--- config.mk ---
export PLATFORM = sky130hd
export DESIGN_NAME = base64url_stream_decoder_unit
export DESIGN_NICKNAME = d
export VERILOG_FILES = /design/src/hw/rtl/b64d_pkg.sv /design/src/hw/rtl/b64d_fifo.sv /design/src/hw/rtl/b64d_front.sv /design/src/hw/rtl/b64d_back.sv /design/src/hw/rtl/base64url_stream_decoder_unit.sv
export SDC_FILE = /design/constraint.sdc
export NUM_CORES = 1
export LEC_CHECK = 0
export BUFFER_PORTS_ARGS = -buffer_cell sky130_fd_sc_hd__buf_4
export CAP_MARGIN = 40
export CORE_MARGIN = 2
export CORE_UTILIZATION = 60
export DETAILED_ROUTE_END_ITERATION = 7
export HOLD_SLACK_MARGIN = 0.12
export MAX_ROUTING_LAYER = met4
export PLACE_DENSITY = 0.81
export SLEW_MARGIN = 10
export SYNTH_ARGS = -nofsm -noshare
export SYNTH_HDL_FRONTEND = slang
export SYNTH_SLANG_ARGS = --single-unit
--- constraint.sdc ---
create_clock -name clk -period 2.45 [get_ports clk]
set_clock_uncertainty 0.05 [all_clocks]
set_input_delay 0.1225 -clock clk [delete_from_list [all_inputs] [get_ports clk]]
set_output_delay 0.1225 -clock clk [all_outputs]
set_load 0.02 [all_outputs]
--- src/hw/rtl/b64d_pkg.sv ---
// Shared types and codes for the base64url stream decoder.
`timescale 1ns / 1ps

package b64d_pkg;

	localparam logic [1:0] ERR_NONE    = 2'd0;
	localparam logic [1:0] ERR_INVALID = 2'd1;
	localparam logic [1:0] ERR_LONE    = 2'd2;

	localparam logic [5:0] SEXTET_LOWER_BASE = 6'd26;
	localparam logic [5:0] SEXTET_DIGIT_BASE = 6'd52;
	localparam logic [5:0] SEXTET_DASH       = 6'd62;
	localparam logic [5:0] SEXTET_UNDERSCORE = 6'd63;

	typedef struct packed {
		logic [5:0] sextet;
		logic       bad;
		logic       last;
	} item_t;

	typedef struct packed {
		logic [7:0] out_byte;
		logic [1:0] err_code;
		logic       stream_end;
	} result_t;

	localparam int ITEM_W   = $bits(item_t);
	localparam int RESULT_W = $bits(result_t);

endpackage

--- src/hw/rtl/b64d_fifo.sv ---
// Small register-based first-in first-out queue.
`timescale 1ns / 1ps

module b64d_fifo #(
	parameter int WIDTH = 8,
	parameter int DEPTH = 2
) (
	input  logic             clk,
	input  logic             arst_n,
	input  logic             push,
	input  logic [WIDTH-1:0] wdata,
	output logic             full,
	input  logic             pop,
	output logic [WIDTH-1:0] rdata,
	output logic             empty
);

	localparam int PTR_W = (DEPTH > 1) ? $clog2(DEPTH) : 1;
	localparam int CNT_W = $clog2(DEPTH + 1);

	logic [WIDTH-1:0] mem_q [DEPTH];
	logic [PTR_W-1:0] wr_ptr_q;
	logic [PTR_W-1:0] rd_ptr_q;
	logic [CNT_W-1:0] count_q;
	logic             do_push;
	logic             do_pop;

	assign full    = (count_q == CNT_W'(DEPTH));
	assign empty   = (count_q == '0);
	assign do_push = push && !full;
	assign do_pop  = pop && !empty;
	assign rdata   = mem_q[rd_ptr_q];

	always_ff @(posedge clk or negedge arst_n) begin
		if (!arst_n) begin
			wr_ptr_q <= '0;
			rd_ptr_q <= '0;
			count_q  <= '0;
		end else begin
			if (do_push) begin
				wr_ptr_q <= (wr_ptr_q == PTR_W'(DEPTH - 1)) ? '0 : wr_ptr_q + 1'b1;
			end
			if (do_pop) begin
				rd_ptr_q <= (rd_ptr_q == PTR_W'(DEPTH - 1)) ? '0 : rd_ptr_q + 1'b1;
			end
			if (do_push && !do_pop) begin
				count_q <= count_q + 1'b1;
			end else if (do_pop && !do_push) begin
				count_q <= count_q - 1'b1;
			end
		end
	end

	always_ff @(posedge clk) begin
		if (do_push) begin
			mem_q[wr_ptr_q] <= wdata;
		end
	end

endmodule

--- src/hw/rtl/b64d_front.sv ---
// Front stage: accepts characters and classifies them into sextets.
`timescale 1ns / 1ps

module b64d_front (
	input  logic              clk,
	input  logic              arst_n,
	input  logic              push,
	input  logic [7:0]        in_char,
	input  logic              last_char,
	output logic              full,
	output logic              item_push,
	output b64d_pkg::item_t   item,
	input  logic              item_full
);

	logic            valid_s1;
	b64d_pkg::item_t item_s1;
	logic            accept;

	function automatic b64d_pkg::item_t classify(input logic [7:0] c, input logic last);
		b64d_pkg::item_t r;
		r.last   = last;
		r.bad    = 1'b0;
		r.sextet = '0;
		if (c >= 8'h41 && c <= 8'h5a) begin
			r.sextet = 6'(c - 8'h41);
		end else if (c >= 8'h61 && c <= 8'h7a) begin
			r.sextet = 6'(c - 8'h61) + b64d_pkg::SEXTET_LOWER_BASE;
		end else if (c >= 8'h30 && c <= 8'h39) begin
			r.sextet = 6'(c - 8'h30) + b64d_pkg::SEXTET_DIGIT_BASE;
		end else if (c == 8'h2d) begin
			r.sextet = b64d_pkg::SEXTET_DASH;
		end else if (c == 8'h5f) begin
			r.sextet = b64d_pkg::SEXTET_UNDERSCORE;
		end else begin
			r.bad = 1'b1;
		end
		return r;
	endfunction

	assign full      = valid_s1 && item_full;
	assign accept    = push && !full;
	assign item_push = valid_s1 && !item_full;
	assign item      = item_s1;

	always_ff @(posedge clk or negedge arst_n) begin
		if (!arst_n) begin
			valid_s1 <= 1'b0;
		end else if (accept) begin
			valid_s1 <= 1'b1;
		end else if (item_push) begin
			valid_s1 <= 1'b0;
		end
	end

	always_ff @(posedge clk) begin
		if (accept) begin
			item_s1 <= classify(in_char, last_char);
		end
	end

endmodule

--- src/hw/rtl/b64d_back.sv ---
// Back stage: tracks the group position and merges sextets into bytes.
`timescale 1ns / 1ps

module b64d_back (
	input  logic              clk,
	input  logic              arst_n,
	input  logic              item_empty,
	input  b64d_pkg::item_t   item,
	output logic              item_pop,
	output logic              res_push,
	output b64d_pkg::result_t res,
	input  logic              res_full
);

	logic [1:0] phase_q;
	logic [5:0] held_q;
	logic       discard_q;
	logic [1:0] phase_d;
	logic [5:0] held_d;
	logic       discard_d;
	logic       emit;

	assign item_pop = !item_empty && !res_full;
	assign res_push = item_pop && emit;

	always_comb begin
		phase_d        = phase_q;
		held_d         = held_q;
		discard_d      = discard_q;
		emit           = 1'b0;
		res.out_byte   = '0;
		res.err_code   = b64d_pkg::ERR_NONE;
		res.stream_end = item.last;
		if (discard_q) begin
			discard_d = !item.last;
			phase_d   = '0;
			held_d    = '0;
		end else if (item.bad) begin
			emit         = 1'b1;
			res.err_code = b64d_pkg::ERR_INVALID;
			phase_d      = '0;
			held_d       = '0;
			discard_d    = !item.last;
		end else begin
			case (phase_q)
				2'd0: begin
					if (item.last) begin
						emit         = 1'b1;
						res.err_code = b64d_pkg::ERR_LONE;
					end
					held_d  = item.sextet;
					phase_d = 2'd1;
				end
				2'd1: begin
					emit         = 1'b1;
					res.out_byte = {held_q, item.sextet[5:4]};
					held_d       = item.sextet;
					phase_d      = 2'd2;
				end
				2'd2: begin
					emit         = 1'b1;
					res.out_byte = {held_q[3:0], item.sextet[5:2]};
					held_d       = item.sextet;
					phase_d      = 2'd3;
				end
				default: begin
					emit         = 1'b1;
					res.out_byte = {held_q[1:0], item.sextet};
					held_d       = '0;
					phase_d      = 2'd0;
				end
			endcase
			if (item.last) begin
				phase_d = '0;
				held_d  = '0;
			end
		end
	end

	always_ff @(posedge clk or negedge arst_n) begin
		if (!arst_n) begin
			phase_q   <= '0;
			held_q    <= '0;
			discard_q <= 1'b0;
		end else if (item_pop) begin
			phase_q   <= phase_d;
			held_q    <= held_d;
			discard_q <= discard_d;
		end
	end

endmodule

--- src/hw/rtl/base64url_stream_decoder_unit.sv ---
// Each character passes the classify register, the item queue and the result queue in turn.
// Throughput: one character per cycle, limited by the single-entry classify stage.
// Stalls on the result side back up through the result queue, the item queue and the front.
// Reset: arst_n clears all queues and returns the decoder to group position zero.
`timescale 1ns / 1ps

module base64url_stream_decoder_unit #(
	parameter int MID_DEPTH = 2,
	parameter int OUT_DEPTH = 2
) (
	input  logic       clk,
	input  logic       arst_n,
	input  logic       push,
	output logic       full,
	input  logic [7:0] in_char,
	input  logic       last_char,
	output logic       empty,
	input  logic       pop,
	output logic [7:0] out_byte,
	output logic [1:0] err_code,
	output logic       stream_end
);

	logic              fr_push;
	b64d_pkg::item_t   fr_item;
	logic              mid_full;
	logic              mid_empty;
	logic              mid_pop;
	b64d_pkg::item_t   mid_item;
	logic              bk_push;
	b64d_pkg::result_t bk_res;
	logic              out_full;
	b64d_pkg::result_t out_res;

	b64d_front u_front (
		.clk       (clk),
		.arst_n    (arst_n),
		.push      (push),
		.in_char   (in_char),
		.last_char (last_char),
		.full      (full),
		.item_push (fr_push),
		.item      (fr_item),
		.item_full (mid_full)
	);

	b64d_fifo #(
		.WIDTH (b64d_pkg::ITEM_W),
		.DEPTH (MID_DEPTH)
	) u_mid_fifo (
		.clk    (clk),
		.arst_n (arst_n),
		.push   (fr_push),
		.wdata  (fr_item),
		.full   (mid_full),
		.pop    (mid_pop),
		.rdata  (mid_item),
		.empty  (mid_empty)
	);

	b64d_back u_back (
		.clk        (clk),
		.arst_n     (arst_n),
		.item_empty (mid_empty),
		.item       (mid_item),
		.item_pop   (mid_pop),
		.res_push   (bk_push),
		.res        (bk_res),
		.res_full   (out_full)
	);

	b64d_fifo #(
		.WIDTH (b64d_pkg::RESULT_W),
		.DEPTH (OUT_DEPTH)
	) u_out_fifo (
		.clk    (clk),
		.arst_n (arst_n),
		.push   (bk_push),
		.wdata  (bk_res),
		.full   (out_full),
		.pop    (pop),
		.rdata  (out_res),
		.empty  (empty)
	);

	assign out_byte   = out_res.out_byte;
	assign err_code   = out_res.err_code;
	assign stream_end = out_res.stream_end;

`ifndef SYNTHESIS
	a_err_zero_byte: assert property (@(posedge clk) disable iff (!arst_n)
		(!empty && err_code != b64d_pkg::ERR_NONE) |-> (out_byte == 8'd0))
		else $error("Error result carries a nonzero byte.");

	a_lone_ends: assert property (@(posedge clk) disable iff (!arst_n)
		(!empty && err_code == b64d_pkg::ERR_LONE) |-> stream_end)
		else $error("Lone trailing character result without stream end.");

	a_code_legal: assert property (@(posedge clk) disable iff (!arst_n)
		!empty |-> (err_code == b64d_pkg::ERR_NONE || err_code == b64d_pkg::ERR_INVALID
			|| err_code == b64d_pkg::ERR_LONE))
		else $error("Result carries an undefined error code.");

	a_no_lost_result: assert property (@(posedge clk) disable iff (!arst_n)
		bk_push |-> !out_full)
		else $error("Result written into a full result queue.");
`endif

endmodule

==> impl_metrics.ini, run 1 <==
[status]
outcome = finished clean

[drt]
first_iter_violations = 124
drt_pass1_iterations = 4
avgRoutedWirePerCell_um = 16.0
drt-total-wl_um = 6290
ant_nets = 0
avgViaCountPerCell = 5.80
drc = 0
num_vias = 2279

[power_and_ir_drop]
power_density_nw_per_um2 = 1110
vdd_drop_max_v = 0.00102
p_leak_uw = 0.00155

[global_routing]
grt_pass1_wl_um = 10700
grt_max_degree = 20
overflow = 0
antenna_found_initial = 0
track_usage_pct = 23.3
grt_pass1_vias = 2218

[synthesis]
synthMuxAreaShare_pct = 6.91
syn_area_um2 = 3300
synthAdderAreaFrac_pct = 5.69
synth_top_family_by_area = simple AND/OR/NAND/NOR gates
synth_xor_xnor_area_share_pct = 2.92
synth-compound-area-share_pct = 12.0
synth-seq-cells = 64
synth_async_sr_flop_share_pct = 28.1
syn_inst = 280
synth_edf_count = 46
yosys.area_share.simple_pct = 13.4
ys_seq_area_share_pct = 55.6
ys.flop_type = edfxtp_1
avgSynthCellArea_um2 = 11.8
synth_fp_nets = 308
synth_warnings = 0
ys_types = 54

[setup_path]
crit_fanout = 3
setup.worst_path.start = u_back.phase_q[0]$_DFFE_PN0N_
worstReg2RegEnd = u_out_fifo.count_q[1]$_DFFE_PN0P_
critPathLaunchType = register
path_class = reg2reg
worst_ep_arrival_time_ns = 2.18
required_ns = 2.65
cp-endpoint = u_out_fifo.count_q[1]$_DFFE_PN0P_
reg2regPathDepth = 10
r2r_setup_slack_ns = 0.47
r2r_start = u_back.phase_q[0]$_DFFE_PN0N_
cp-end-kind = register

[floorplanning]
ios = 26
die_x_um = 78.1
std_cell_rows = 26
die_area_um2 = 6100
core_um2 = 5200
die_h_um = 78.1
start_util_pct = 63.3

[timing]
post-route-period-util_pct = 80.8
max_slew_margin_pct = 51.2
finalSetupViolCount = 0
worstMarginPinSlew_ns = 0.730
fmaxAchievable_mhz = 505
slew_violations = 0
rsz0062_at_grt = no
hold_violations = 0
fin_tns_setup_ns = 0
fin_crit_ns = 1.98
timing.hold.ws_ns = 0.141

[placement]
gp_congestion = 0.987
dpl.hpwl_um = 4580
portBuffers = 25

[job]
drv_cap = 0

[cts]
cts_resized = 0
clock_latency_ns = 0.32
cts_buffer_depth = 2
numCtsBuffers = 9
clock-sinks = 64
cts_tree = done
postCtsSetupRepairBufs = 0
cts-root-buf = clkbuf_8
cts_hold_buf = 4
cts_max_level = 3
clkTransAtPathRegs_ns = 0.07

[min_path]
min_path_type = in2reg

[final_layout]
drive_gt1_share_pct = 22.0
fill_cells = 372
diodes = 0
fin_nets = 346
syn2layout_area_growth_pct = 15.8
[how the worst min path moves through the flow]
stage,startpoint,endpoint,slack [ns],depth (start not counted)
after CTS,in_char[2],u_front.item[4]$_DFFE_PP_,0.12,2
after global placement,arst_n,u_mid_fifo.count_q[1]$_DFFE_PN0P_,-0.05,1
final,in_char[2],u_front.item[4]$_DFFE_PP_,0.14,2
after detailed placement,arst_n,u_mid_fifo.count_q[1]$_DFFE_PN0P_,-0.05,1
after global routing,in_char[2],u_front.item[4]$_DFFE_PP_,0.14,2
after floorplan,arst_n,u_back.discard_q$_DFFE_PN0N_,-0.22,0
[cell families (layout without fill, tap and decap cells)]
kind of cell             after synthesis  count (layout)
multiplexers                          21              21
flip-flops                            64              64
buffers and inverters                 29              72
AND/OR/NAND/NOR                       81              81
XOR/XNOR                              11              11
AO/OA/AOI/OAI                         59              59
adder cells (fa/ha/maj)               15              15
[layout by cell type (no fill, tap or decap), types with 2 or more instances in the layout]
| cell type | n |
|---|---|
| nand4_1 | 3 |
| o21ai_0 | 15 |
| and2_1 | 2 |
| edfxtp_1 | 46 |
| nor3_1 | 3 |
| dfrtp_1 | 18 |
| buf_4 | 33 |
| o211ai_1 | 2 |
| nor2b_1 | 3 |
| nand2_1 | 19 |
| o22ai_1 | 3 |
| xor2_1 | 3 |
| ha_1 | 15 |
| clkinvlp_4 | 2 |
| nor2_1 | 27 |
| a31oi_1 | 2 |
| clkbuf_8 | 10 |
| inv_1 | 19 |
| a211oi_1 | 4 |
| dlygate4sd3_1 | 4 |
| mux2_2 | 14 |
| a21boi_0 | 2 |
| or4_1 | 3 |
| mux2i_1 | 7 |
| a21oi_1 | 14 |
| xnor2_1 | 8 |
| a22oi_1 | 2 |
| nand2b_1 | 5 |
| nand3_1 | 3 |
| a221oi_1 | 4 |
[cell type report]
cell class	count	area (µm²)	area share (%)
sequential	64	1830	48.0
clock inverter	4	26.3	0.688
multi-input combinational	187	1350	35.3
clock buffer	12	166	4.36
timing repair buffer	37	288	7.54
tap	70	87.6	2.29
inverter	19	71.3	1.87
[cell usage after synthesis, types with 5 or more instances]
library cell	count	share of area, %
clkbuf_1	6	0.68
mux2_2	14	4.8
nand2_1	19	2.2
a21oi_1	14	2.1
inv_1	19	2.2
ha_1	15	5.7
edfxtp_1	46	42
o21ai_0	15	2.3
mux2i_1	7	2.1
nand2b_1	5	0.95
dfrtp_1	18	14
nor2_1	27	3.1
xnor2_1	8	2.1
[sequential cells by signal, summed over array words and instances, names as in the netlist]
register	count
u_back.held_q	6
u_out_fifo.rd_ptr_q	1
u_mid_fifo.mem_q	16
u_out_fifo.mem_q	22
u_mid_fifo.rd_ptr_q	1
u_out_fifo.wr_ptr_q	1
u_out_fifo.count_q	2
u_front.valid_s1	1
u_mid_fifo.wr_ptr_q	1
u_mid_fifo.count_q	2
u_front.item	8
u_back.phase_q	2
u_back.discard_q	1
[critical path, stage by stage, from the launching register on]
cell and delay, ns:
dfrtp_1 0.40, inv_1 0.11, ha_1 0.22, inv_1 0.05, o21ai_0 0.28, buf_4 0.18
inv_1 0.05, ha_1 0.20, xor2_1 0.14, nor2_1 0.12, xnor2_1 0.12
[routing by layer]
| layer | vias to the layer above | wire, µm | track usage [%] |
|---|---|---|---|
| met5 | - | 0 | - |
| met4 | 0 | 83 | 7.54 |
| met3 | 8 | 228 | 5.17 |
| met2 | 55 | 3300 | 38.3 |
| met1 | 1113 | 2680 | 29.0 |
| li1 | 1103 | - | - |
[per-stage QoR]
step / std cells / instance area (µm²) / power, µW / setup slack [ns] / util (%)
finish: 393 / 3820 / 4220 / 0.470 / 73.3
global route: 393 / 3820 / 4500 / 0.289 / 73.3
CTS: 393 / 3820 / 4260 / 0.477 / 73.3
detailed placement: 373 / 3580 / 3390 / 0.221 / 68.9
global placement: 371 / 3570 / 3300 / 0.259 / 68.6
floorplan: 280 / 3300 / 2860 / 0.459 / -
[where the power goes]
part / internal [µW] / total (µW) / switching [µW]
Clock: 455 / 844 / 388
Combinational: 685 / 1550 / 867
Sequential: 1600 / 1830 / 225
Power figures use the tool's default switching activity.
==> run 2, diff against run 1 <==
- clock period: 2.45 -> 1.9 ns (I/O delays scaled with it)
==> run 2 against run 1 <==
Non-clock buffer count grew 31. Global-route usage increased by 0.67 points. Final cell count grew 7.9%. Design area rose by 7.5%. Register-to-register slack got worse by 0.32 ns. First-iteration DRC count up 31%. Sequential power is 30% higher. Combinational power up 37%. Critical endpoint is now u_front.item[5]$_DFFE_PP_. Largest cell class unchanged.
==> impl_metrics.ini, run 2 (synthesis results as in run 1) <==
[global_routing]
grt_pass1_vias = 2243
overflow = 0
grt_pass1_wl_um = 10800
grt_max_degree = 19
track_usage_pct = 24.0
antenna_found_initial = 0

[setup_path]
crit_buf_inv = 2
critical-path-max-stage-delay_ns = 0.55
r2r_start = u_out_fifo.count_q[1]$_DFFE_PN0P_
cp_slowest_cell = or4_1
cp-end-kind = register
reg2regPathDepth = 5
crit_chain = buf_4 > clkinvlp_4 > ha_2 > or3b_1 > and2_4 > o211ai_1 > a21boi_1 > or4_1
required_ns = 1.92
critPathTopFamily = simple AND/OR/NAND/NOR gates
r2r_setup_slack_ns = 0.15
worst_ep_arrival_time_ns = 1.79
setup.worst_path.start = in_char[2]
crit_fanout = 5
critPathLaunchType = input pin
path_class = in2reg
cp.depth = 8

[drt]
ant_nets = 0
avgViaCountPerCell = 5.70
avgRoutedWirePerCell_um = 15.6
drt-total-wl_um = 6600
drc = 0
drt_pass1_iterations = 4
num_vias = 2415
first_iter_violations = 163

[floorplanning]
start_util_pct = 63.3
ios = 26
die_x_um = 78.1
die_area_um2 = 6100
core_um2 = 5200
std_cell_rows = 26
die_h_um = 78.1

[timing]
fmaxAchievable_mhz = 563
hold_violations = 0
post-route-period-util_pct = 93.5
worstMarginPinSlew_ns = 0.820
slew_violations = 0
finalSetupViolCount = 0
fin_crit_ns = 1.78
rsz0062_at_grt = no
max_slew_margin_pct = 45.2

[final_layout]
fill_cells = 298
largest_reg_flops = 22
finalInstanceArea_um2 = 4110
regMostFlops = u_out_fifo.mem_q
syn2layout_area_growth_pct = 24.6
layout_common_cells = 62 x buf_4, 46 x edfxtp_1, 27 x nor2_1, 19 x nand2_1, 18 x inv_1
diodes = 0
fin_nets = 377
final_common_cell = buf_4
postLayoutCoreUtil_pct = 78.9
drive_gt1_share_pct = 30.5

[min_path]
min_from = in_char[5]
min_path_cells = 4
min_path_type = in2reg

[cts]
cts_max_level = 3
clock_latency_ns = 0.34
postCtsSetupRepairBufs = 0
clkTransAtPathRegs_ns = 0.08
numCtsBuffers = 9
cts_buffer_depth = 2
cts-root-buf = clkbuf_8
cts_tree = done
clock-sinks = 64

[placement]
post_dp_cell_area_um2 = 3820
dpl.hpwl_um = 4680
portBuffers = 25
gp_congestion = 0.881

[job]
drv_cap = 0

[status]
outcome = finished clean

[power_and_ir_drop]
power_density_nw_per_um2 = 1400
p_leak_uw = 0.00171
vdd_drop_max_v = 0.00125
run 2: cell types whose count changed in the layout (fill, tap and decap cells not counted), sizes merged:
cell and delta:
bufinv +1, dlygate4sd3 +2, clkinvlp -1, inv -1
buf +29, clkbuf -1, clkinv +2
run 2: through the flow:
stage                     setup slack, ns  TNS [ns]  cells  total power [µW]  hold WS [ns]
after CTS                           0.101         0    424              5760         0.188
after detailed placement           -0.165    -0.207    402              4460       -0.0751
final                               0.124         0    424              5760         0.215
after floorplan                   -0.0148    -0.325    280              3690        -0.251
after global routing               0.0137         0    424              6090         0.250
after global placement             -0.121    -0.121    402              4360       -0.0782
run 2: report_power, final:
part / leakage, µW / internal (µW) / switching (µW) / total, µW
Sequential: 0.000662 / 2070 / 306 / 2370
Clock: 0.000115 / 728 / 540 / 1270
Combinational: 0.000930 / 967 / 1150 / 2120
run 2: path summary, 6_finish.rpt:
kind                                                     to
max in group asynchronous   u_mid_fifo.rd_ptr_q$_DFFE_PN0P_
max reg2reg                    u_back.held_q[2]$_DFFE_PN0N_
min in group asynchronous   u_out_fifo.wr_ptr_q$_DFFE_PN0P_
min reg2reg                u_mid_fifo.mem_q[1][6]$_DFFE_PP_
max                               u_front.item[5]$_DFFE_PP_
min                               u_front.item[6]$_DFFE_PP_
run 2: worst min-delay path, stage by stage:
cell	delay, ns
buf_4	0.14
nand3_1	0.06
o32ai_1	0.08
a21oi_1	0.11
run 2: metal layers:
layer / vias to the layer above / track usage, % / wire length (µm)
met2: 80 / 41.5 / 3450
li1: 1169 / - / -
met1: 1156 / 27.2 / 2710
met5: - / - / 0
met4: 0 / 9.12 / 123
met3: 10 / 5.63 / 318
run 2: area by class of cell:
class,instances,area [µm²],share of cell area [%]
Timing Repair Buffer,68,526,12.8
Clock inverter,5,61.3,1.49
Multi-Input combinational cell,187,1360,33.1
Clock buffer,11,163,3.96
Sequential cell,64,1830,44.7
Tap cell,70,87.6,2.13
Inverter,19,75.1,1.83
run 2: repair_timing:
action	in CTS	in global routing
gates resized for setup	0	2
endpoints found under the setup margin	0	1
hold buffers	6	0
endpoints found under the hold margin	22	0
==> run 3, diff against run 2 <==
--- a/config.mk
+++ b/config.mk
@@ -14,3 +14,3 @@
 export MAX_ROUTING_LAYER = met4
-export PLACE_DENSITY = 0.81
+export PLACE_DENSITY = 0.78
 export SLEW_MARGIN = 10
==> constraint.sdc (replaced) <==
create_clock -name clk -period 1.9 [get_ports clk]
set_clock_uncertainty 0.05 [all_clocks]
set_input_delay 0.38 -clock clk [delete_from_list [all_inputs] [get_ports clk]]
set_output_delay 0.38 -clock clk [all_outputs]
set_load 0.02 [all_outputs]
==> run 3 against run 2 <==
Core utilization rose by 2.1 points. Total power is 3.2% higher. Sequential power fell by 2%. Clock-buffer cell count unchanged. Critical path depth unchanged. Global-route usage fell by 0.11 points. Via count decreased by 0.12%. Hold slack got worse by 0.044 ns. Register-to-register slack worse by 0.10 ns. Wire length rose by 2.0%. Non-clock buffer count grew 2. Setup slack worse by 0.081 ns. Critical endpoint unchanged.
==> impl_metrics.ini, run 3 (synthesis results as in run 1) <==
[global_routing]
track_usage_pct = 23.9
overflow = 0
grt_max_degree = 19
antenna_found_initial = 0
grt_pass1_wl_um = 10800
grt_pass1_vias = 2419

[setup_path]
required_ns = 1.91
crit_chain = buf_8 > clkinvlp_4 > ha_4 > or3b_4 > and2_4 > o211ai_1 > a21boi_1 > or4_1
cp-end-kind = register
critPathLaunchType = input pin
crit_fanout = 3
path_class = in2reg
critPathTopFamily = simple AND/OR/NAND/NOR gates
worst_ep_arrival_time_ns = 1.87
cp_slowest_cell = or3b_4
crit_buf_inv = 2
critical-path-max-stage-delay_ns = 0.39
r2r_setup_slack_ns = 0.05

[cts]
cts_buffer_depth = 2
cts_tree = done
clock-sinks = 64
numCtsBuffers = 9
cts-root-buf = clkbuf_8
clock_latency_ns = 0.33
clkTransAtPathRegs_ns = 0.07
cts_max_level = 3

[floorplanning]
die_area_um2 = 6100
start_util_pct = 63.3
die_x_um = 78.1
std_cell_rows = 26
ios = 26
die_h_um = 78.1
core_um2 = 5200

[timing]
setup_slack_ns = 0.0431
post-route-period-util_pct = 97.7
rsz0062_at_grt = yes
fin_crit_ns = 1.86
slew_violations = 0
worstMarginPinSlew_ns = 0.463
hold_violations = 0
fin_tns_setup_ns = 0
fmaxAchievable_mhz = 539
max_slew_margin_pct = 68.8
finalSetupViolCount = 0

[drt]
num_vias = 2412
ant_nets = 0
avgViaCountPerCell = 5.66
drt-total-wl_um = 6740
drc = 0
drt_pass1_iterations = 4
avgRoutedWirePerCell_um = 15.8
first_iter_violations = 145

[final_layout]
layout_common_cells = 64 x buf_4, 46 x edfxtp_1, 25 x nor2_1, 19 x nand2_1
drive_gt1_share_pct = 33.4
final_common_cell = buf_4
syn2layout_area_growth_pct = 27.9
largest_reg_flops = 22
fin_nets = 379
diodes = 0
finalInstanceArea_um2 = 4220
fill_cells = 321
regMostFlops = u_out_fifo.mem_q

[power_and_ir_drop]
p_leak_uw = 0.00174
power_frac_seq_pct = 39.2
switchingPower_uw = 2020
internal_power_uw = 3930
p_sw_share_pct = 33.9
vdd_drop_max_v = 0.00123
power_density_nw_per_um2 = 1410
combPwrFrac_pct = 39.6
p_clk_share_pct = 21.2

[placement]
portBuffers = 25
dpl.hpwl_um = 4870
pre_cts_ws_ns = -0.333
gp_congestion = 0.947
post_dp_cell_area_um2 = 3950

[job]
drv_cap = 0

[status]
outcome = finished clean

[min_path]
min_path_type = in2reg
[run 3: cell types whose count changed in the layout (fill, tap and decap cells not counted), sizes merged]
cell / before / now
inv: 19 / 17
dlygate4sd3: 6 / 1
bufinv: 1 / 2
clkinvlp: 1 / 3
clkinv: 3 / 2
buf: 62 / 69
[run 3: per-layer routing]
metal | global-route usage, % | routed length (µm) | share of wire (%)
met4 | 11.4 | 154 | 2.3
met1 | 25.7 | 2670 | 40
met3 | 3.91 | 252 | 3.7
met2 | 42.9 | 3660 | 54
met5 | - | 0 | 0
[run 3: area by class of cell]
cell class	count	area [µm²]	share of cell area, %
multi-input cells	187	1410	33.4
flip-flops and latches	64	1830	43.5
well taps	70	87.6	2.08
clock buffers	11	141	3.35
clock inverters	5	80.1	1.90
inverters	19	78.8	1.87
repair buffers	70	586	13.9
[run 3: worst register-to-register path, delay by kind of cell (launching register included)]
family | cells | cell delay, ns
fa+ha+maj | 2 | 0.41
flops | 1 | 0.40
compound gates | 1 | 0.16
buf+inv | 3 | 0.24
simple gates | 1 | 0.19
xor+xnor | 2 | 0.32
[run 3: path summary, 6_finish.rpt]
kind / endpoint / depth (start not counted) / startpoint
setup / recovery: u_front.item[5]$_DFFE_PP_ / 8 / in_char[1]
hold / removal: u_front.item[0]$_DFFE_PP_ / 1 / last_char
setup reg to reg: u_out_fifo.count_q[1]$_DFFE_PN0P_ / 9 / u_back.phase_q[0]$_DFFE_PN0N_
hold reg to reg: u_mid_fifo.mem_q[1][4]$_DFFE_PP_ / 0 / u_front.item[4]$_DFFE_PP_
max in group asynchronous: u_mid_fifo.rd_ptr_q$_DFFE_PN0P_ / 2 / arst_n
min in group asynchronous: u_front.valid_s1$_DFFE_PN0P_ / 2 / arst_n
[run 3: power groups by stage]
stage          Clock [µW]  Combinational, µW  Sequential (µW)
4_1_cts              1280               2300             2320
3_5_place_dp            0               2270             2340
3_3_place_gp            0               2210             2300
2_1_floorplan           0               1440             2270
6_report             1260               2350             2330
5_1_grt              1340               2570             2370
[run 3: stage by stage]
step / power (µW) / hold slack, ns / util (%) / instances
global placement: 4520 / 0.208 / 75.8 / 408
finish: 5940 / 0.171 / 81.0 / 426
CTS: 5900 / 0.155 / 80.3 / 425
detailed placement: 4610 / 0.216 / 75.8 / 408
floorplan: 3710 / 0.0344 / - / 280
global route: 6280 / 0.153 / 81.0 / 426
[run 3: repair_timing]
action / 4_1_cts / 5_1_grt
buffers inserted: 0 / 1
endpoints found under the setup margin: 0 / 6
gates resized for setup: 0 / 7
hold buffers: 1 / 0
hold endpoints to repair: 18 / 0
